$ cat src/hdl/arw_pkg.sv
// Shared types, constants and helpers for the ARQ receive reorder window.
package arw_pkg;

    localparam int WINDOW_MAX = 64;
    localparam int MAX_FRAGS  = 32;
    localparam int WIN_W      = 7;
    localparam int IDX_W      = 6;
    localparam int DQ_AW      = 7;
    localparam int DQ_DEPTH   = 128;
    localparam int CNT_W      = 6;

    localparam logic [1:0] ST_OK      = 2'd0;
    localparam logic [1:0] ST_NOMSG   = 2'd1;
    localparam logic [1:0] ST_END     = 2'd2;
    localparam logic [1:0] ST_TOOSHORT = 2'd3;

    localparam logic OP_ARRIVE  = 1'b0;
    localparam logic OP_CONSUME = 1'b1;

    typedef enum logic [2:0] {
        S_IDLE,
        S_ARR,
        S_MV_CHK,
        S_MV_WR,
        S_SC_RD,
        S_SC_CHK,
        S_EMIT_RD,
        S_EMIT
    } state_t;

    typedef struct packed {
        logic        operation;
        logic [31:0] seq_num;
        logic [4:0]  frags_left;
        logic [10:0] seg_length;
        logic [15:0] payload_tag;
        logic [15:0] buffer_size;
    } cmd_t;

    typedef struct packed {
        logic [1:0]  status;
        logic        ack_needed;
        logic [15:0] out_tag;
        logic [10:0] out_length;
        logic [4:0]  out_frags_left;
        logic        last_of_run;
        logic [15:0] message_length;
        logic [6:0]  window_free;
        logic        window_update;
    } res_t;

    function automatic logic [WIN_W-1:0] clamp_window(input logic [WIN_W-1:0] v);
        logic [WIN_W-1:0] r;
        r = v;
        if (v < WIN_W'(MAX_FRAGS)) r = WIN_W'(MAX_FRAGS);
        if (v > WIN_W'(WINDOW_MAX)) r = WIN_W'(WINDOW_MAX);
        return r;
    endfunction

endpackage

$ cat src/hdl/arw_front.sv
// Front end: accepts items into a two-entry command queue.
module arw_front
(
    input  logic           clk,
    input  logic           rst_n,
    input  logic           push,
    input  arw_pkg::cmd_t  cmd_in,
    output logic           full,
    output logic           cmd_valid,
    output arw_pkg::cmd_t  cmd_out,
    input  logic           cmd_pop
);

    arw_pkg::cmd_t mem_reg [2];
    logic          wptr_reg;
    logic          rptr_reg;
    logic [1:0]    cnt_reg;
    logic          do_push;
    logic          do_pop;

    assign full      = (cnt_reg == 2'd2);
    assign cmd_valid = (cnt_reg != 2'd0);
    assign cmd_out   = mem_reg[rptr_reg];
    assign do_push   = push && !full;
    assign do_pop    = cmd_pop && cmd_valid;

    always_ff @(posedge clk)
    begin
        if (do_push)
        begin
            mem_reg[wptr_reg] <= cmd_in;
        end
    end

    always_ff @(posedge clk or negedge rst_n)
    begin
        if (!rst_n)
        begin
            wptr_reg <= 1'b0;
            rptr_reg <= 1'b0;
            cnt_reg  <= 2'd0;
        end
        else
        begin
            if (do_push) wptr_reg <= !wptr_reg;
            if (do_pop) rptr_reg <= !rptr_reg;
            cnt_reg <= cnt_reg + {1'b0, do_push} - {1'b0, do_pop};
        end
    end

endmodule

$ cat config.mk
export PLATFORM = sky130hd
export DESIGN_NAME = arw_front
export DESIGN_NICKNAME = d
export VERILOG_FILES = /design/src/hdl/arw_pkg.sv /design/src/hdl/arw_front.sv
export SDC_FILE = /design/constraint.sdc
export NUM_CORES = 1
export LEC_CHECK = 0
export ABC_AREA = 0
export BUFFER_PORTS_ARGS = -buffer_cell sky130_fd_sc_hd__buf_2
export CAP_MARGIN = 20
export CELL_PAD_IN_SITES_DETAIL_PLACEMENT = 0
export CELL_PAD_IN_SITES_GLOBAL_PLACEMENT = 1
export CORE_ASPECT_RATIO = 0.9
export CORE_UTILIZATION = 47
export CTS_BUF_LIST = sky130_fd_sc_hd__clkbuf_2 sky130_fd_sc_hd__clkbuf_4 sky130_fd_sc_hd__clkbuf_8
export DETAILED_ROUTE_END_ITERATION = 8
export PLACE_DENSITY_LB_ADDON = 0.1
export SLEW_MARGIN = 20
export SYNTH_ARGS = -nofsm -noshare
export SYNTH_HDL_FRONTEND = slang
export SYNTH_SLANG_ARGS = --single-unit
$ cat constraint.sdc
create_clock -name clk -period 6.12 [get_ports clk]
set_input_delay 1.224 -clock clk [delete_from_list [all_inputs] [get_ports clk]]
set_output_delay 1.224 -clock clk [all_outputs]
set_load 0.01 [all_outputs]
======== Word level (Yosys, flattened, before mapping) ========
Memory sizes are Yosys's and may differ from the RTL's.
Index checks and enable logic that the tools add are counted.
W data, S select, Z words.
storage, ports and cells
  bits in registers ....................... 4
  bits in writable memories ............... 162
  logic and storage cells ................. 15
  memories kept ........................... 1
  bits of input ports ..................... 85
  bits in latches ......................... 0
  bits in read-only memories .............. 0
  output and inout port bits .............. 83
cells by class
  div/mod/pow operators ................... 0
  add/sub/neg operators ................... 2
  mux-type cells .......................... 2
  shift-type cells ........................ 0
  equality and inequality tests ........... 1
  bitwise logic cells ..................... 0
  reduce and logical (&&, ||, !) cells .... 6
  multiply operators ...................... 0
  $lt $le $gt $ge ......................... 0
memories
  name     words  bits a word  read ports  clocked after memory_dff  write ports  RTL line         source
  mem_reg  2      81           1           0                         1            arw_front.sv:14  arw_pkg::cmd_t mem_reg [2];
operators by type and width
  kind                  number
  $logic_not A1 Y1      3
  $add A2 B1 Y2         1
  $eq A2 B2 Y1 const B  1
  $logic_and A1 B1 Y1   2
  $mux W1               2
  $reduce_bool A2 Y1    1
  $sub A2 B1 Y2         1

======== Depth between registers and ports, before layout ========
Gate-level depths: netlist (run 1).
  depth in word-level cells ............... 5
  depth in mapped cells ................... 7

======== Worst setup path before layout (run 1) ========
Ideal clock, no wire load.
  kind .................................... input -> register
  start point ............................. in push
  end point ............................... mem mem_reg[0][0] (netlist name) (enable)
  required time ........................... 5.599 ns
  slack ................................... 0.904 ns
  arrival time ............................ 4.695 ns
  buffers on the path ..................... 0
  stages on the path ...................... 2
  library setup time ...................... 0.521 ns
  path through ............................ nand2_1 nor2_1
between the ends
  word-level cells in the longest chain between the ends .. 3
RTL lines
  item                           RTL line         source
  start: declaration             arw_front.sv:6   input logic push,
  $logic_and A1 B1 Y1            arw_front.sv:24  assign do_push = push && !full;
  $mux W1                        arw_front.sv:29  if (do_push)
  $mux W1 (not written as such)  arw_front.sv:31  mem_reg[wptr_reg] <= cmd_in;
  end: declaration               arw_front.sv:14
No other way between the ends.

==> reports/qor.yml, run 1 <==
status: "finished with violations"
timing.final.hold_violations: 0
max_freq_ghz: 0.255
cp_max_fo: 56
globalRoute.totalOverflow: 0
routabilityCongestion: 0.676
cp_data_required_time_ns: 4.90
failed_checks: "design-rule violations"
cts-buffers-inserted: 17
finalSetupTns_ns: 0
viasPerCell: 4.73
drt.antenna.violating_nets: 0
cp_data_arrival_time_ns: 2.70
final_standard_cell_area_without_fillers_um2: 7860
row_count: 40
die_x_um: 125
static-leakage-power_nw: 3.19
nNetsFinal: 539
syn_avg_cell_area_um2: 23.9
detail_route.wirelength_um: 10300
detail_route.drc_violations: 12
synth.ff_latch_count: 166
antenna_found_initial: 1
synth_net_count: 357
dr.pass1.iters: 7
layout_worst_path_cycle_share_pct: 64.1
vias: 2991
start_util_pct: 48.2
io_buffer_count: 167
number_of_global_route_vias_before_repair: 3041
post_synth_instance_area_um2: 6450
worst_voltage_drop_across_the_vdd_grid_v: 0.000212
post_cts.repair.setup_buffers: 0
timing.slew.headroom_pct: 29.1
setup_violations: 0
cts_hold_buf: 0
area_enclosed_by_the_die_boundary_um2: 14200
synth.lib_cells_used.distinct: 16
rsz0062_at_grt: "false"
maxSlewViolCount: 0
placeable_core_region_um2: 13400
grt_first_pass_wirelength_um: 15800
layout-drive-gt1-share_pct: 61.9
synth_top_cells_by_area: "sky130_fd_sc_hd__edfxtp_1 75%, sky130_fd_sc_hd__mux2_4 18%, sky130_fd_sc_hd__buf_12 2.5%, sky130_fd_sc_hd__dfrtp_1 1.6%, sky130_fd_sc_hd__xnor2_1 0.41%"
crit_path_time_final_ns: 3.92
placed_area_um2: 7370
critical_path.startpoint_type: "flop"
worst_setup_path_end_kind: "output port"
dpl.hpwl_um: 6700
cts_root_buffer: "sky130_fd_sc_hd__clkbuf_8"
yosys.area.top_type: "sky130_fd_sc_hd__edfxtp_1"
avgRoutedWirePerCell_um: 16.3
count_of_clock_tree_sinks: 166
power.total_mw: 3.76
htree_levels: 4
synth.yosys.seq_area_share_pct: 77.0
detail_route.iter0.violations: 237
hold_path.class: "reg -> reg"
clock_path_buffers: 2
yosysWarningCount: 0
clk_pin_slew_ns: 0.08
boundaryPins: 168
setup.worst_path.class: "reg -> out"
area_growth_syn_to_layout_pct: 22.0
cts_tree: "done"
post-synth-top-area-fraction_pct: 75.5
max_slew.worst_pin.slew_ns: 1.06
postCtsResizedCells: 0
gr-usage-all-layers_pct: 15.5
drv.max_cap_violation_count: 0
floorplan.die.height_um: 113
antenna_cells_inserted: 0
grt_max_degree: 57
clock_skew_ns: 0.00694
post_synth_inst_count: 270
insertion_delay_ns: 0.44
flip_flop_count_of_the_largest_register_after_layout: 162
power_density_nw_per_um2: 479
[synthesized netlist by cell type]
master,instances
sky130_fd_sc_hd__dfrtp_1,4
sky130_fd_sc_hd__or2_1,1
sky130_fd_sc_hd__buf_12,8
sky130_fd_sc_hd__nand2_1,1
sky130_fd_sc_hd__edfxtp_1,162
sky130_fd_sc_hd__mux2_4,79
sky130_fd_sc_hd__and3_1,1
sky130_fd_sc_hd__xor2_1,1
sky130_fd_sc_hd__mux2_2,2
sky130_fd_sc_hd__xnor2_1,3
sky130_fd_sc_hd__nand2b_1,1
sky130_fd_sc_hd__buf_6,1
sky130_fd_sc_hd__inv_1,2
sky130_fd_sc_hd__and2_4,1
sky130_fd_sc_hd__nor2_1,1
sky130_fd_sc_hd__ha_1,2
[path summary, 6_finish.rpt]
path	slack, ns	cells past startpoint	start	to
max	2.20	3	rptr_reg	cmd_out[14]
min	0.53	1	cnt_reg[0]	cnt_reg[0]
max reg2reg	3.92	5	cnt_reg[1]	mem_reg[0][5]
min reg2reg	0.53	1	cnt_reg[0]	cnt_reg[0]
max in group asynchronous	5.41	1	rst_n	rptr_reg
min in group asynchronous	0.58	1	rst_n	cnt_reg[0]
[cell type report]
type                       count  area, µm²
multi-input combinational     93       1320
sequential                   166       4970
clock inverter                15        234
fill                        1056       5500
inverter                       2       7.51
timing repair buffer         172        893
clock buffer                  17        234
tap                          168        210
[power by group]
group / internal (mW) / switching, mW / leakage, nW
logic: 0.640 / 0.512 / 1.40
registers: 1.55 / 0.164 / 1.55
clock network: 0.522 / 0.372 / 0.237
total: 2.71 / 1.05 / 3.19
[stage by stage]
| step | hold WS [ns] | utilization [%] | worst slack, ns | std cells |
|---|---|---|---|---|
| after floorplan | 0.461 | - | 0.904 | 270 |
| after global placement | 0.503 | 55.1 | 2.65 | 600 |
| after detailed placement | 0.510 | 55.1 | 2.63 | 600 |
| after CTS | 0.539 | 58.6 | 2.12 | 632 |
| after global routing | 0.550 | 58.8 | 2.07 | 633 |
| final | 0.533 | 58.8 | 2.20 | 633 |
[placed cells by master (no fill, tap or decap), drive strengths merged, types with 2 or more instances in the layout]
| cell type | synthesis | layout |
|---|---|---|
| inv | 2 | 2 |
| mux2 | 81 | 81 |
| clkbuf | 0 | 17 |
| xnor2 | 3 | 3 |
| clkinv | 0 | 8 |
| buf | 9 | 172 |
| ha | 2 | 2 |
| dfrtp | 4 | 4 |
| edfxtp | 162 | 162 |
| bufinv | 0 | 6 |
[layer usage]
layer | track usage, % | wire [µm] | up-vias
met5 | 0 | 11 | -
met4 | 7.32 | 183 | 2
met3 | 5.72 | 775 | 20
li1 | - | - | 1424
met2 | 23.9 | 4960 | 110
met1 | 19.4 | 4390 | 1435
[worst max-delay path: stages, from the launching register on]
cell and delay, ns:
sky130_fd_sc_hd__dfrtp_4 1.11, sky130_fd_sc_hd__buf_4 0.58, sky130_fd_sc_hd__mux2_4 0.36, sky130_fd_sc_hd__buf_2 0.14
[logic make-up after synthesis]
kind of cell	Yosys count	synth area share [%]
flops	166	77.0
mux	81	18.7
fa+ha+maj	2	0.388
buf+inv	11	2.78
simple gates	6	0.543
xor+xnor	4	0.543
Power figures use the tool's default switching activity.
==> run 2, diff against run 1 <==
Settings changed: ABC_AREA 0 to 1, CORE_UTILIZATION 47 to 43.
Clock period 6.12 ns to 3.75 ns, I/O delays scaled along.
==> run 2 against run 1 <==
Compared with the run above: the run now ends clean; clock-buffer cell count grew 2; first-iteration DRC count grew 4.6%; routed wire length grew 13%.
==> reports/qor.yml, run 2 <==
clock_path_buffers: 2  # unchanged
syn_avg_cell_area_um2: 13.5  # -43%
static-leakage-power_nw: 3.29  # +3.3%
cts_root_buffer: "sky130_fd_sc_hd__clkbuf_8"
synth_net_count: 542  # +52%
grt_max_degree: 83  # +46%
detail_route.wirelength_um: 11700  # +13%
dpl.hpwl_um: 6890  # +2.8%
nNetsFinal: 715  # +33%
setup.worst_path.class: "reg -> out"
number_of_global_route_vias_before_repair: 3401  # +12%
gr-usage-all-layers_pct: 16.2  # +0.73 points
met2_usage_pct: 25.9  # +2.0 points
hold_path.class: "in -> async"
path_common_cell: "sky130_fd_sc_hd__nand2_1"
cell_by_cell_trace_of_the_critical_path: "inv_2 > buf_12 > nand2_1 > nand2_1 > buf_2"
synth_compound_gate_area_share_pct: 0  # unchanged
yosysWarningCount: 0  # unchanged
grt_most_used_layer: "met2"
avgRoutedWirePerCell_um: 14.0  # -14%
met1_usage_pct: 19.6  # +0.15 points
synth.cells.most_frequent: "256 x sky130_fd_sc_hd__nand2_1, 162 x sky130_fd_sc_hd__edfxtp_1, 9 x sky130_fd_sc_hd__buf_6, 9 x sky130_fd_sc_hd__inv_1, 7 x sky130_fd_sc_hd__buf_2"
die_x_um: 128  # +2.1%
count_of_clock_tree_sinks: 166  # unchanged
synth.yosys.seq_area_share_pct: 80.7  # +3.7 points
post_synth_inst_count: 455  # +69%
layout_worst_path_cycle_share_pct: 73.1
synth.ff_latch_count: 166  # unchanged
clk_pin_slew_ns: 0.08  # about the same
cts_hold_buf: 0  # unchanged
synth_top_flop_cell: "sky130_fd_sc_hd__edfxtp_1"
final_common_cell: "sky130_fd_sc_hd__nand2_1"
vias: 3699  # +24%
max_slew.worst_pin.slew_ns: 0.917  # -0.147 ns
start_util_pct: 43.9  # -4.3 points
finalSetupTns_ns: 0  # unchanged
globalRoute.totalOverflow: 0  # unchanged
critical_path.max_stage_delay_ns: 0.50  # -0.61 ns
area_enclosed_by_the_die_boundary_um2: 14800  # +4.2%
cp_data_required_time_ns: 3.00  # -1.90 ns
detail_route.iter0.violations: 248  # +4.6%
setup_violations: 0  # unchanged
drt.antenna.violating_nets: 0  # unchanged
worst_voltage_drop_across_the_vdd_grid_v: 0.000479  # +130%
cts_tree: "done"
largest_family_of_logic_cells_by_synthesized_area: "simple AND/OR/NAND/NOR gates"
synth.mux.area_fraction_pct: 0  # -19 points
post_cts.repair.setup_buffers: 0  # unchanged
status: "finished, final reports clean"
floorplan.die.height_um: 115  # +2.1%
clock_skew_ns: 0.0101  # +0.00314 ns
post-synth-top-count-cell: "sky130_fd_sc_hd__nand2_1"
detail_route.drc_violations: 0  # -12
io_buffer_count: 167  # unchanged
maxSlewViolCount: 0  # unchanged
post-synth-top-area-fraction_pct: 79.1  # +3.6 points
row_count: 41  # +2.5%
boundaryPins: 168  # unchanged
routabilityCongestion: 0.693  # +2.5%
timing.slew.headroom_pct: 38.9  # +9.8 points
flip_flop_count_of_the_largest_register_after_layout: 162  # unchanged
cp_data_arrival_time_ns: 1.99  # -0.71 ns
timing.final.hold_violations: 0  # unchanged
drv.max_cap_violation_count: 0  # unchanged
viasPerCell: 4.44  # -6.1%
antenna_found_initial: 2  # +1
layout-drive-gt1-share_pct: 31.7  # -30 points
rr_worst_depth: 4  # -1
htree_levels: 4  # unchanged
yosys.area.top_type: "sky130_fd_sc_hd__edfxtp_1"
groute.layer.met3.usage_pct: 7.16  # +1.4 points
post_synth_instance_area_um2: 6150  # -4.6%
path_buf_inv: 3  # +1
grt_first_pass_wirelength_um: 17200  # +8.8%
power_density_nw_per_um2: 769  # +61%
layout.cells.most_common_list: "256 x sky130_fd_sc_hd__nand2_1, 167 x sky130_fd_sc_hd__buf_2, 162 x sky130_fd_sc_hd__edfxtp_1, 17 x sky130_fd_sc_hd__clkbuf_8, 8 x sky130_fd_sc_hd__inv_1"
rsz0062_at_grt: "false"
synthAdderAreaFrac_pct: 0.407  # +0.019 points
number_of_synthesized_flops_with_an_enable_pin: 162  # unchanged
crit_family: "buffers and inverters"
worst_setup_path_end_kind: "output port"
xor_and_xnor_fraction_of_the_mapped_netlist_area_pct: 0  # -0.54 points
critical_path.startpoint_type: "flop"
area_growth_syn_to_layout_pct: 23.0
max_freq_ghz: 0.365
insertion_delay_ns: 0.43  # about the same
placeable_core_region_um2: 14000  # +4.8%
synth_top_cells_by_area: "sky130_fd_sc_hd__edfxtp_1 79%, sky130_fd_sc_hd__nand2_1 16%, sky130_fd_sc_hd__buf_6 1.6%, sky130_fd_sc_hd__dfrtp_1 1.6%, sky130_fd_sc_hd__buf_2 0.57%"
synthArstFlopShare_pct: 2.41  # unchanged
postCtsResizedCells: 0  # unchanged
share_of_synthesized_cell_area_in_and_or_nand_and_nor_gates_pct: 15.9  # +15 points
worstSetupPathDepth: 5  # +2
slowest_stage: "sky130_fd_sc_hd__inv_2"
setup_ws_ns: 1.01  # -1.19 ns
dr.pass1.iters: 5  # -2
dpl_worst_slack_ns: 1.46  # -1.18 ns
synth.lib_cells_used.distinct: 11  # -5
cts-buffers-inserted: 17  # unchanged
crit_path_time_final_ns: 2.74
cp_max_fo: 46  # -18%
## run 2: cell types whose count changed in the layout (fill, tap and decap cells not counted), moves of 2 or more
| cell | previous run | this run |
|---|---|---|
| sky130_fd_sc_hd__clkinv_1 | 1 | 3 |
| sky130_fd_sc_hd__mux2_2 | 2 | 0 |
| sky130_fd_sc_hd__mux2_4 | 79 | 0 |
| sky130_fd_sc_hd__buf_12 | 0 | 2 |
| sky130_fd_sc_hd__bufinv_16 | 6 | 4 |
| sky130_fd_sc_hd__inv_1 | 2 | 8 |
| sky130_fd_sc_hd__buf_4 | 4 | 1 |
| sky130_fd_sc_hd__nand3_1 | 0 | 3 |
| sky130_fd_sc_hd__xnor2_1 | 3 | 0 |
| sky130_fd_sc_hd__clkbuf_4 | 0 | 2 |
| sky130_fd_sc_hd__nand2_1 | 1 | 256 |
## run 2: layer usage
metal / routed length, µm / vias to the layer above
li1: - / 1872
met1: 5190 / 1702
met2: 5490 / 113
met3: 906 / 10
met4: 99 / 2
met5: 13 / -
## run 2: worst register-to-register path: cells and delay by family, from the launching register on
| kind | cells | cell delay (ns) |
|---|---|---|
| DFF | 1 | 0.39 |
| buffers and inverters | 2 | 0.65 |
| and+or+nand+nor | 2 | 0.25 |
## run 2: cells by family (layout without fill, tap and decap cells)
family,Yosys count,in the layout
adder cells (fa/ha/maj),2,2
buffers and inverters,27,212
other,0,1
AND/OR/NAND/NOR,260,260
flip-flops,166,166
## run 2: final timing paths
kind                                 end       start  slack, ns
min                             wptr_reg       rst_n       0.11
max reg2reg                mem_reg[0][9]  cnt_reg[1]       2.04
max in group asynchronous       rptr_reg       rst_n       3.50
max                          cmd_out[38]    rptr_reg       1.01
min in group clk                wptr_reg    wptr_reg       0.48
min reg2reg                     wptr_reg    wptr_reg       0.48
## run 2: layout make-up
class,instances,area [µm²]
fill,1225,6440
timing repair buffer,171,895
clock buffer,19,249
antenna,1,2.50
inverter,10,38.8
tap,193,241
clock inverter,12,160
multi-input combinational,262,1010
sequential,166,4970
## run 2: stage by stage
step	total power, mW	utilization (%)	hold slack (ns)	instances	instance area, µm²
2_1_floorplan	3.87	-	0.442	455	6150
3_3_place_gp	4.58	51.0	0.453	802	7150
3_5_place_dp	4.59	51.0	0.468	802	7150
4_1_cts	5.91	54.0	0.0773	833	7560
5_1_grt	6.20	54.0	0.0762	833	7560
6_report	5.81	54.0	0.115	834	7560
## run 2: report_power, final
part	internal (mW)	switching, mW
Sequential	2.53	0.0889
Combinational	0.614	1.26
Clock	0.726	0.594
Total	3.87	1.95
