`src/hdl/arw_pkg.sv`:
```
// Shared types, constants and helpers for the ARQ receive reorder window.
package arw_pkg;

    localparam int WINDOW_MAX = 64;
    localparam int MAX_FRAGS  = 32;
    localparam int WIN_W      = 7;
    localparam int IDX_W      = 6;
    localparam int DQ_AW      = 7;
    localparam int DQ_DEPTH   = 128;
    localparam int CNT_W      = 6;

    localparam logic [1:0] ST_OK      = 2'd0;
    localparam logic [1:0] ST_NOMSG   = 2'd1;
    localparam logic [1:0] ST_END     = 2'd2;
    localparam logic [1:0] ST_TOOSHORT = 2'd3;

    localparam logic OP_ARRIVE  = 1'b0;
    localparam logic OP_CONSUME = 1'b1;

    typedef enum logic [2:0] {
        S_IDLE,
        S_ARR,
        S_MV_CHK,
        S_MV_WR,
        S_SC_RD,
        S_SC_CHK,
        S_EMIT_RD,
        S_EMIT
    } state_t;

    typedef struct packed {
        logic        operation;
        logic [31:0] seq_num;
        logic [4:0]  frags_left;
        logic [10:0] seg_length;
        logic [15:0] payload_tag;
        logic [15:0] buffer_size;
    } cmd_t;

    typedef struct packed {
        logic [1:0]  status;
        logic        ack_needed;
        logic [15:0] out_tag;
        logic [10:0] out_length;
        logic [4:0]  out_frags_left;
        logic        last_of_run;
        logic [15:0] message_length;
        logic [6:0]  window_free;
        logic        window_update;
    } res_t;

    function automatic logic [WIN_W-1:0] clamp_window(input logic [WIN_W-1:0] v);
        logic [WIN_W-1:0] r;
        r = v;
        if (v < WIN_W'(MAX_FRAGS)) r = WIN_W'(MAX_FRAGS);
        if (v > WIN_W'(WINDOW_MAX)) r = WIN_W'(WINDOW_MAX);
        return r;
    endfunction

endpackage

```
`src/hdl/arw_res_q.sv`:
```
// Result queue between the back end and the result ports.
module arw_res_q
(
    input  logic           clk,
    input  logic           rst_n,
    input  logic           res_push,
    input  arw_pkg::res_t  res_in,
    output logic           res_full,
    output logic           empty,
    output arw_pkg::res_t  res_out,
    input  logic           pop
);

    arw_pkg::res_t mem_reg [2];
    logic          wptr_reg;
    logic          rptr_reg;
    logic [1:0]    cnt_reg;
    logic          do_push;
    logic          do_pop;

    assign res_full = (cnt_reg == 2'd2);
    assign empty    = (cnt_reg == 2'd0);
    assign res_out  = mem_reg[rptr_reg];
    assign do_push  = res_push && !res_full;
    assign do_pop   = pop && !empty;

    always_ff @(posedge clk)
    begin
        if (do_push)
        begin
            mem_reg[wptr_reg] <= res_in;
        end
    end

    always_ff @(posedge clk or negedge rst_n)
    begin
        if (!rst_n)
        begin
            wptr_reg <= 1'b0;
            rptr_reg <= 1'b0;
            cnt_reg  <= 2'd0;
        end
        else
        begin
            if (do_push) wptr_reg <= !wptr_reg;
            if (do_pop) rptr_reg <= !rptr_reg;
            cnt_reg <= cnt_reg + {1'b0, do_push} - {1'b0, do_pop};
        end
    end

endmodule

```
`config.mk`:
```
export PLATFORM = sky130hd
export DESIGN_NAME = arw_res_q
export DESIGN_NICKNAME = d
export VERILOG_FILES = /design/src/hdl/arw_pkg.sv /design/src/hdl/arw_res_q.sv
export SDC_FILE = /design/constraint.sdc
export NUM_CORES = 1
export LEC_CHECK = 0
export ABC_AREA = 1
export BUFFER_PORTS_ARGS = -buffer_cell sky130_fd_sc_hd__buf_2
export CELL_PAD_IN_SITES_DETAIL_PLACEMENT = 0
export CELL_PAD_IN_SITES_GLOBAL_PLACEMENT = 1
export CORE_MARGIN = 5
export CORE_UTILIZATION = 40
export DETAILED_ROUTE_END_ITERATION = 10
export PLACE_DENSITY_LB_ADDON = 0.12
export SLEW_MARGIN = 20
export SYNTH_ARGS = -nofsm -noshare
export SYNTH_HDL_FRONTEND = slang
export SYNTH_SLANG_ARGS = --single-unit
```
`constraint.sdc`:
```
create_clock -name clk -period 4.03 [get_ports clk]
set_input_delay 0.403 -clock clk [delete_from_list [all_inputs] [get_ports clk]]
set_output_delay 0.403 -clock clk [all_outputs]
set_load 0.005 [all_outputs]
```
== Word level (Yosys, flattened, before mapping) ==
Memory sizes are Yosys's and may differ from the RTL's.
Index checks and enable logic that the tools add are counted.

* $add $sub $neg: 2
* Mux-type cells: 2
* Eq/ne operators: 1
* Reduce and logical (&&, ||, !) cells: 7

{| class="wikitable"
|+ Operators by type and width
! cell !! number
|-
| logical NOT 1 bit || 4
|-
| adder 2 x 1 -> 2 bit || 1
|-
| equality test 2 bit (second input constant) || 1
|-
| logical AND 1 bit || 2
|-
| logical NOT 2 bit || 1
|-
| two-way mux 1 bit || 2
|-
| subtractor 2 x 1 -> 2 bit || 1
|}

* Memory bits (writable): 120
* Output and inout bits: 62
* Memories kept: 1
* Bits in registers: 4

{| class="wikitable"
|+ Memory list
! memory !! depth !! width !! read ports !! clocked after memory_dff !! write ports !! RTL line !! RTL
|-
| mem_reg || 2 || 60 || 1 || 0 || 1 || arw_res_q.sv:14 || <nowiki>arw_pkg::res_t mem_reg [2];</nowiki>
|}

== Depth between registers and ports, before layout ==
Gate-level depths: netlist of run 1.

* Depth in word-level cells: 5
* Depth in mapped cells: 10

== Worst setup path before layout of run 1 ==
No wires, ideal clock.

* Kind: register -> register
* Start: reg cnt_reg[1]
* End: mem mem_reg[1][0] in the netlist's numbering (enable)
* Cell stages (with the launch flop): 4
* Library setup time: 0.478 ns
* Arrival: 3.069 ns
* Period minus slack after synthesis: 3.547 ns
* Slack: 0.483 ns
* Cells stage by stage: dfrtp_1 -> nand2_1 -> nand2_1 -> nor2_1

* Cells in the longest elaborated chain, start to end: 5

{| class="wikitable"
|+ Ends and longest elaborated chain
! element !! RTL line !! RTL
|-
| from (decl) || arw_res_q.sv:17 || <nowiki>logic [1:0] cnt_reg;</nowiki>
|-
| from (signal assigned) || arw_res_q.sv:47 || <nowiki>cnt_reg <= cnt_reg + {1'b0, do_push} - {1'b0, do_pop};</nowiki>
|-
| equality test 2 bit || arw_res_q.sv:21 || <nowiki>assign res_full = (cnt_reg == 2'd2);</nowiki>
|-
| logical NOT 1 bit || arw_res_q.sv:24 || <nowiki>assign do_push = res_push && !res_full;</nowiki>
|-
| logical AND 1 bit || arw_res_q.sv:24 ||
|-
| two-way mux 1 bit || arw_res_q.sv:29 || <nowiki>if (do_push)</nowiki>
|-
| two-way mux 1 bit (implied by the code) || arw_res_q.sv:31 || <nowiki>mem_reg[wptr_reg] <= res_in;</nowiki>
|-
| to (decl) || arw_res_q.sv:14 ||
|}

No other way between the ends.

==> results.py, run 1 <==
metrics = {
    "setup_path": {
        "path_delay_family": "flip-flops",
        "crit_required_ps": 3630,
        "path_cells": "buf_4, nand2_1, nand2_1, buf_2",
        "path_class": "reg -> out",
        "crit_slowest_cell": "dfrtp_2",
        "arrival_ps": 1930,
        "startpoint_type": "register",
        "critical_path.most_common_cell": "nand2_1",
        "cp-end-kind": "primary output",
        "timing.critical_path.buf_inv": 2,
        "max_stage_delay_ps": 720,
        "cp_max_fo": 35,
    },
    "sta": {
        "tightest_slew_ps": 879.8,
        "slew_headroom_pct": 41.21,
        "final-hold-violation-count": 0,
        "whs_ps": 187.3,
        "fmax_mhz": 428.7,
        "layout_min_cycle_time_ps": 2332,
        "setup_ws_ps": 1698,
        "setup_tns_ps": 0,
        "finClkSkew_ps": 7.141,
        "final-setup-viol-count": 0,
        "finalCritPeriodShare_pct": 57.88,
        "slew_violations": 0,
        "rsz0062_at_grt": "no",
    },
    "route": {
        "ant_nets": 0,
        "vias_per_cell": 4.488,
        "first_pass_iters": 5,
        "drt_iter0_drc": 152,
        "drt-total-wl_um": 9270,
        "drc": 0,
        "num_vias": 2859,
        "routedWlPerCell_um": 14.55,
    },
    "layout": {
        "seqCellArea_um2": 3705,
        "drive_gt1_share_pct": 32.19,
        "area_growth_pct": 26.88,
        "final_cell_mix": "193 x nand2_1, 125 x buf_2, 120 x edfxtp_1, 17 x clkbuf_16, 9 x inv_1",
        "post-route-util_pct": 51.67,
        "finish.instance_area_um2": 5899,
        "diodes": 0,
        "final_common_cell": "nand2_1",
        "stdcell_count": 637,
        "final_nets": 549,
        "multi_input_area_um2": 775.7,
        "largest_reg_flops": 120,
        "fillCellCount": 1026,
    },
    "placed_design": {
        "gp_congestion": 0.7519,
        "portBuffers": 125,
        "pre_cts_slack_ps": 2017,
        "dp_hpwl_um": 5950,
        "dpl_cell_area_um2": 5374,
        "post-place-cells": 606,
    },
    "synthesis": {
        "syn_inst": 347,
        "synth_nets": 413,
        "ys_types": 11,
        "yosysSeqAreaShare_pct": 79.66,
        "avgSynthCellArea_um2": 13.40,
        "ys_ff_latch": 124,
        "yosys_warnings": 0,
        "syn-cell-area_um2": 4649,
    },
    "die": {
        "die_h_um": 117.8,
        "die_w_um": 117.8,
        "dieArea_um2": 13880,
        "rows": 39,
        "initial_utilization_pct": 40.72,
        "fp.coreArea_um2": 11420,
        "boundaryPins": 126,
    },
    "grt": {
        "use_met3_pct": 6.295,
        "grt_pass1_vias": 2897,
        "grt_start_max_net_pins": 62,
        "use_met1_pct": 16.60,
        "grt.met2_usage_pct": 21.78,
        "gr-total-overflow": 0,
        "antenna_found_initial": 1,
        "grt_pass1_wl_um": 14750,
        "top_usage_layer": "met2",
        "groute.usage.overall_pct": 13.86,
    },
    "clock_tree": {
        "cts.repair.resized": 0,
        "htree_levels": 4,
        "clockBufferDepth": 2,
        "clock_latency_ps": 400,
        "cts_root_buf": "clkbuf_16",
        "cts_buffers": 17,
        "cts_tree": "built",
        "cts.reportedPaths.clkPinSlew_ps": 50,
        "cts.sinks": 124,
    },
    "power_and_ir_drop": {
        "design_power_total_mw": 4.346,
        "peakVddDrop_mv": 0.3452,
        "p_per_area_nw_per_um2": 736.7,
        "leakage_nw": 2.597,
    },
    "run": {
        "cap_violations": 0,
    },
    "run_status": {
        "outcome": "completed",
    },
    "hold_path": {
        "hp-class": "in -> reg",
    },
}
-- cell usage after synthesis --
cell | number | area (um2)
buf_8 | 2 | 30.03
buf_4 | 6 | 45.04
ha_1 | 2 | 25.02
inv_1 | 10 | 37.54
nor2_1 | 1 | 3.750
nand3_1 | 3 | 15.01
inv_6 | 1 | 8.760
buf_6 | 5 | 56.30
dfrtp_1 | 4 | 100.1
nand2_1 | 193 | 724.4
edfxtp_1 | 120 | 3603
-- path summary, 6_finish.rpt --
kind,from,to,slack (ps),depth (start not counted)
max,rptr_reg,res_out[2],1700,4
min,res_in[0],mem_reg[0][0],190,1
max reg2reg,cnt_reg[1],mem_reg[1][43],2090,4
min reg2reg,wptr_reg,wptr_reg,470,2
max in group asynchronous,rst_n,rptr_reg,3550,2
min in group asynchronous,rst_n,cnt_reg[0],340,2
-- power breakdown --
group	switching, mW	leakage [nW]	total, mW	internal [mW]
combinational	0.738	1.18	1.16	0.422
sequential	0.106	1.16	1.87	1.76
clock	0.488	0.252	1.32	0.831
-- area by class of cell --
class	count	area share (%)
clock inverters	9	1.273
clock buffers	21	7.466
flip-flops and latches	124	62.80
repair buffers	130	11.50
multi-input cells	199	13.15
inverters	11	0.7847
well taps	143	3.033
-- per-layer routing --
layer	wire [um]	part of all wire, %	vias to the layer above
li1	-	-	1432
met1	4131	45	1329
met2	4467	48	86
met3	576	6.2	10
met4	80	0.86	2
met5	13	0.14	-
-- kinds of logic (layout without fill, tap and decap cells) --
group         count (synthesis)  count (layout)  share of synthesized area (%)
simple gates                197             197                          15.98
flops                       124             124                          79.66
buf+inv                      24             171                          3.821
fa+ha+maj                     2               2                         0.5381
-- what timing repair did --
action | 4_1_cts | 5_1_grt
setup buffers | 0 | 0
hold buffers | 1 | 0
endpoints found under the hold margin | 4 | 0
Power figures use the tool's default switching activity.
==> inputs of run 2 (changes only) <==
--- a/config.mk
+++ b/config.mk
@@ -5,7 +5,7 @@
 export SDC_FILE = /design/constraint.sdc
 export NUM_CORES = 1
 export LEC_CHECK = 0
-export ABC_AREA = 1
+export ABC_AREA = 0
 export BUFFER_PORTS_ARGS = -buffer_cell sky130_fd_sc_hd__buf_2
 export CELL_PAD_IN_SITES_DETAIL_PLACEMENT = 0
 export CELL_PAD_IN_SITES_GLOBAL_PLACEMENT = 1
==> constraint.sdc (replaced) <==
create_clock -name clk -period 2 [get_ports clk]
set_input_delay 0.2 -clock clk [delete_from_list [all_inputs] [get_ports clk]]
set_output_delay 0.2 -clock clk [all_outputs]
set_load 0.005 [all_outputs]
==> run 2 against run 1 <==
Net effect: final cell count shrank 11%; wire length shrank 1.2%; clock power grew 130%; total power grew 120%; critical path type unchanged.
==> results.py, run 2 <==
metrics = {
    "layout": {
        "diodes": 0,
        "area_growth_pct": 41.11,
        "final_nets": 471,
        "drive_gt1_share_pct": 53.11,
        "stdcell_count": 565,
        "finish.instance_area_um2": 6815,
        "largest_reg_flops": 120,
        "final_common_cell": "buf_2",
        "final_cell_mix": "125 x buf_2, 120 x edfxtp_1, 59 x mux2_4, 57 x dlygate4sd3_1, 17 x clkbuf_16",
    },
    "route": {
        "drc": 0,
        "first_pass_iters": 4,
        "drt_iter0_drc": 92,
        "ant_nets": 0,
        "routedWlPerCell_um": 16.22,
        "num_vias": 2534,
        "drt-total-wl_um": 9162,
        "vias_per_cell": 4.485,
    },
    "setup_path": {
        "critPathLaunch": "rptr_reg",
        "cp-end-kind": "primary output",
        "startpoint_type": "register",
        "r2r_start": "cnt_reg[1]",
        "crit_required_ps": 1800,
        "cp_max_fo": 25,
        "path_class": "reg -> out",
        "arrival_ps": 1720,
    },
    "run": {
        "cap_violations": 0,
    },
    "die": {
        "fp.coreArea_um2": 11910,
        "die_w_um": 119.9,
        "rows": 40,
        "initial_utilization_pct": 40.55,
        "die_h_um": 119.9,
        "boundaryPins": 126,
        "dieArea_um2": 14370,
    },
    "grt": {
        "antenna_found_initial": 0,
        "groute.usage.overall_pct": 13.09,
        "grt_start_max_net_pins": 31,
        "gr-total-overflow": 0,
        "grt_pass1_wl_um": 14210,
        "grt_pass1_vias": 2761,
    },
    "synthesis": {
        "synthSimpleGateAreaFrac_pct": 0.6218,
        "yosys_warnings": 0,
        "avgSynthCellArea_um2": 23.56,
        "ys_types": 15,
        "ys_async_sr_fraction_pct": 3.226,
        "yosysSeqAreaShare_pct": 76.68,
        "syn_inst": 205,
        "synth-edff-count": 120,
        "synth-main-ff-cell": "edfxtp_1",
        "ys_ff_latch": 124,
        "muxShareOfSynthArea_pct": 18.58,
        "ys_top_cells_by_count": "120 x edfxtp_1, 59 x mux2_4, 6 x buf_12",
        "synth_nets": 271,
        "synth_most_common_cell": "edfxtp_1",
        "synth_top_area_cell": "edfxtp_1",
        "synth_compound_area_share_pct": 0,
        "synthAdderAreaFrac_pct": 0.5181,
        "synth_xor_area_share_pct": 0.7254,
        "synth_top_area_share_pct": 74.61,
        "synthTopCellsByArea": "edfxtp_1 75%, mux2_4 18%, buf_12 2.5%, dfrtp_1 2.1%, xnor2_1 0.54%",
        "syn-cell-area_um2": 4830,
        "synth_top_family_by_area": "multiplexers",
    },
    "clock_tree": {
        "holdBufCountCts": 55,
        "clockBufferDepth": 2,
        "htree_levels": 4,
        "cts_root_buf": "clkbuf_16",
        "cts.sinks": 124,
        "cts.repair.resized": 0,
        "clock_latency_ps": 400,
        "postCtsSetupRepairBufs": 0,
        "cts_tree": "built",
        "cts.reportedPaths.clkPinSlew_ps": 50,
        "cts_buffers": 17,
    },
    "hold_path": {
        "min-delay-start": "res_in[12]",
        "hp-class": "in -> reg",
    },
    "sta": {
        "slew_violations": 0,
        "fmax_mhz": 520.2,
        "tightest_slew_ps": 242.4,
        "setup_tns_ps": 0,
        "finClkSkew_ps": 5.409,
        "rsz0062_at_grt": "no",
        "finalCritPeriodShare_pct": 96.12,
        "final-hold-violation-count": 0,
        "slew_headroom_pct": 83.84,
        "final-setup-viol-count": 0,
        "layout_min_cycle_time_ps": 1922,
    },
    "power_and_ir_drop": {
        "leakage_nw": 2.782,
        "peakVddDrop_mv": 0.7126,
        "p_per_area_nw_per_um2": 1422,
    },
    "placed_design": {
        "post-place-cells": 476,
        "dp_hpwl_um": 6001,
        "portBuffers": 125,
        "dpl_cell_area_um2": 5640,
        "gp_congestion": 0.7181,
    },
    "run_status": {
        "outcome": "completed",
    },
}
==> run 2: changes by cell type after synthesis, sizes merged, moves of 3 or more <==
cell	before	now
buf	13	7
inv	11	2
mux2	0	60
nand2	193	1
nand3	3	0
xnor2	0	3
==> run 2: per-layer routing <==
metal / vias up / wire length [um] / global-route usage [%]
li1: 1205 / - / -
met1: 1235 / 3824 / 15.65
met2: 87 / 4633 / 21.61
met3: 7 / 637 / 5.467
met4: 0 / 66 / 4.080
met5: - / 0 / 0
==> run 2: where the power goes <==
group | switching [mW] | total, mW | internal (mW)
Clock | 1.01 | 3.07 | 2.06
Combinational | 1.23 | 2.85 | 1.63
Sequential | 0.212 | 3.77 | 3.56
Total | 2.45 | 9.69 | 7.24
==> run 2: cell families after synthesis <==
group,after synthesis
fa+ha+maj,2
xor+xnor,4
simple gates,6
mux,60
flops,124
buf+inv,9
==> run 2: layout make-up <==
| type | count | area (um2) |
|---|---|---|
| Fill cell | 942 | 5096 |
| Tap cell | 147 | 183.9 |
| Multi-Input combinational cell | 72 | 996.0 |
| Clock inverter | 15 | 178.9 |
| Clock buffer | 17 | 425.4 |
| Sequential cell | 124 | 3707 |
| Inverter | 2 | 7.507 |
| Timing Repair Buffer | 188 | 1316 |
==> run 2: worst max-delay path, cell delays in order, from the launching register on <==
cell     delay (ps)
dfrtp_4         560
buf_12          260
mux2_2          350
buf_2           120
==> run 2: path summary, 6_finish.rpt <==
check                      depth (start not counted)        endpoint  slack (ps)
min                                                1  mem_reg[1][12]          20
max in group asynchronous                          2        rptr_reg        1710
max                                                3     res_out[59]          80
min in group asynchronous                          2        rptr_reg         140
max reg2reg                                        7      cnt_reg[1]         410
min reg2reg                                        1      cnt_reg[1]         490
==> run 2: metrics by stage <==
step                power (mW)  util (%)  hold WS [ps]  worst slack, ps
floorplan                5.745         -        -95.59            70.82
global placement         6.654     47.35         17.79            418.5
detailed placement       6.671     47.35         18.19            422.7
CTS                      9.858     57.05         1.488            47.74
global route             10.17     57.22         2.378            20.25
finish                   9.691     57.22         20.84            77.55
==> inputs of run 3 (changes only) <==
--- a/config.mk
+++ b/config.mk
@@ -13,6 +13,7 @@
 export CORE_UTILIZATION = 40
 export DETAILED_ROUTE_END_ITERATION = 10
 export PLACE_DENSITY_LB_ADDON = 0.12
+export RECOVER_POWER = 25
 export SLEW_MARGIN = 20
 export SYNTH_ARGS = -nofsm -noshare
 export SYNTH_HDL_FRONTEND = slang
==> run 3 against run 2 <==
Net effect: total power hardly changed; final cell count stayed put; combinational power hardly changed; register-to-register slack barely moved; utilization fell by 0.28 points; wire length shrank 0.39%; worst setup slack about the same; largest power group unchanged.
==> results.py, run 3 (same netlist as run 2, synthesis figures left out) <==
metrics = {
    "sta": {
        "layout_min_cycle_time_ps": 1923,
        "final-setup-viol-count": 0,
        "whs_ps": 68.98,
        "slew_violations": 0,
        "fmax_mhz": 520.1,
        "setup_tns_ps": 0,
        "finalCritPeriodShare_pct": 96.13,
        "tightest_slew_ps": 271.1,
        "slew_headroom_pct": 81.93,
        "final-hold-violation-count": 0,
        "setup_ws_ps": 77.45,
        "rsz0062_at_grt": "no",
        "finClkSkew_ps": 5.907,
    },
    "route": {
        "ant_nets": 0,
        "drc": 0,
        "num_vias": 2529,
        "drt_iter0_drc": 87,
        "vias_per_cell": 4.476,
        "routedWlPerCell_um": 16.15,
        "drt-total-wl_um": 9126,
        "first_pass_iters": 4,
    },
    "clock_tree": {
        "cts.reportedPaths.clkPinSlew_ps": 50,
        "cts_root_buf": "clkbuf_16",
        "cts_tree": "built",
        "cts_buffers": 17,
        "htree_levels": 4,
        "clockBufferDepth": 2,
        "clock_latency_ps": 400,
        "holdBufCountCts": 55,
        "cts.sinks": 124,
        "postCtsSetupRepairBufs": 0,
        "cts.repair.resized": 0,
    },
    "grt": {
        "gr-total-overflow": 0,
        "groute.usage.overall_pct": 13.09,
        "antenna_found_initial": 0,
        "grt_pass1_wl_um": 14210,
        "grt_pass1_vias": 2761,
        "grt_start_max_net_pins": 31,
    },
    "placed_design": {
        "dpl_cell_area_um2": 5640,
        "post-place-cells": 476,
        "pre_cts_slack_ps": 422.7,
        "gp_congestion": 0.7181,
        "dp_hpwl_um": 6001,
        "portBuffers": 125,
    },
    "layout": {
        "area_growth_pct": 40.41,
        "finish.instance_area_um2": 6782,
        "final_nets": 471,
        "multi_input_area_um2": 996.0,
        "diodes": 0,
        "stdcell_count": 565,
        "largest_reg_flops": 120,
        "fillCellCount": 961,
        "final_common_cell": "edfxtp_1",
        "drive_gt1_share_pct": 46.65,
        "final_cell_mix": "120 x edfxtp_1, 98 x buf_2, 59 x mux2_4, 57 x dlygate4sd3_1, 27 x clkbuf_1",
        "seqCellArea_um2": 3707,
    },
    "setup_path": {
        "rr_endpoint": "cnt_reg[1]",
        "r2r_start": "cnt_reg[1]",
        "cp-end-kind": "primary output",
        "r2r_setup_slack_ps": 410,
        "path_class": "reg -> out",
        "critPathLaunch": "rptr_reg",
        "worst_r2r_path_depth": 7,
        "arrival_ps": 1720,
        "crit_required_ps": 1800,
        "cp_max_fo": 25,
        "crit_end": "res_out[59]",
        "startpoint_type": "register",
    },
    "power_and_ir_drop": {
        "leakage_nw": 2.708,
        "peakVddDrop_mv": 0.7119,
        "p_per_area_nw_per_um2": 1428,
    },
    "die": {
        "die_h_um": 119.9,
        "fp.coreArea_um2": 11910,
        "boundaryPins": 126,
        "initial_utilization_pct": 40.55,
        "rows": 40,
        "die_w_um": 119.9,
        "dieArea_um2": 14370,
    },
    "hold_path": {
        "hp-class": "in -> reg",
    },
    "run": {
        "cap_violations": 0,
    },
    "run_status": {
        "outcome": "completed",
    },
}
[run 3: changes by cell type in the layout (fill, tap and decap cells not counted), sizes merged]
| cell | change |
|---|---|
| buf | -27 |
| clkbuf | +27 |
[run 3: metal layers]
layer	track usage (%)	up-vias	wire length, um
li1	-	1206	-
met1	15.65	1229	3787
met2	21.61	87	4633
met3	5.467	7	638
met4	4.080	0	66
met5	0	-	0
[run 3: worst min path at each step]
stage / from / depth (start not counted) / endpoint / slack [ps]
2_1_floorplan: rst_n / 0 / cnt_reg[0] / -100
3_3_place_gp: rst_n / 1 / rptr_reg / 20
3_5_place_dp: rst_n / 1 / rptr_reg / 20
4_1_cts: res_in[22] / 1 / mem_reg[0][22] / 1
5_1_grt: res_in[20] / 1 / mem_reg[1][20] / 60
6_report: res_in[12] / 1 / mem_reg[1][12] / 70
[run 3: area by class of cell]
class,instances,share of cell area (%)
Clock buffer,17,6.273
Clock inverter,15,2.638
Inverter,2,0.1107
Multi-Input combinational cell,72,14.69
Sequential cell,124,54.67
Tap cell,147,2.712
Timing Repair Buffer,188,18.91
[run 3: where the power goes]
part           switching, mW  internal [mW]
clock network           1.01           2.06
logic                   1.22           1.62
registers              0.212           3.56
[run 3: metrics by stage]
stage	total power, mW	utilization (%)
CTS	9.858	57.05
global placement	6.654	47.35
floorplan	5.745	-
global route	10.16	56.93
finish	9.684	56.93
detailed placement	6.671	47.35
[run 3: critical path: stages (launching register included)]
cell and delay (ps):
dfrtp_4 560, buf_12 260, mux2_2 350, buf_2 120
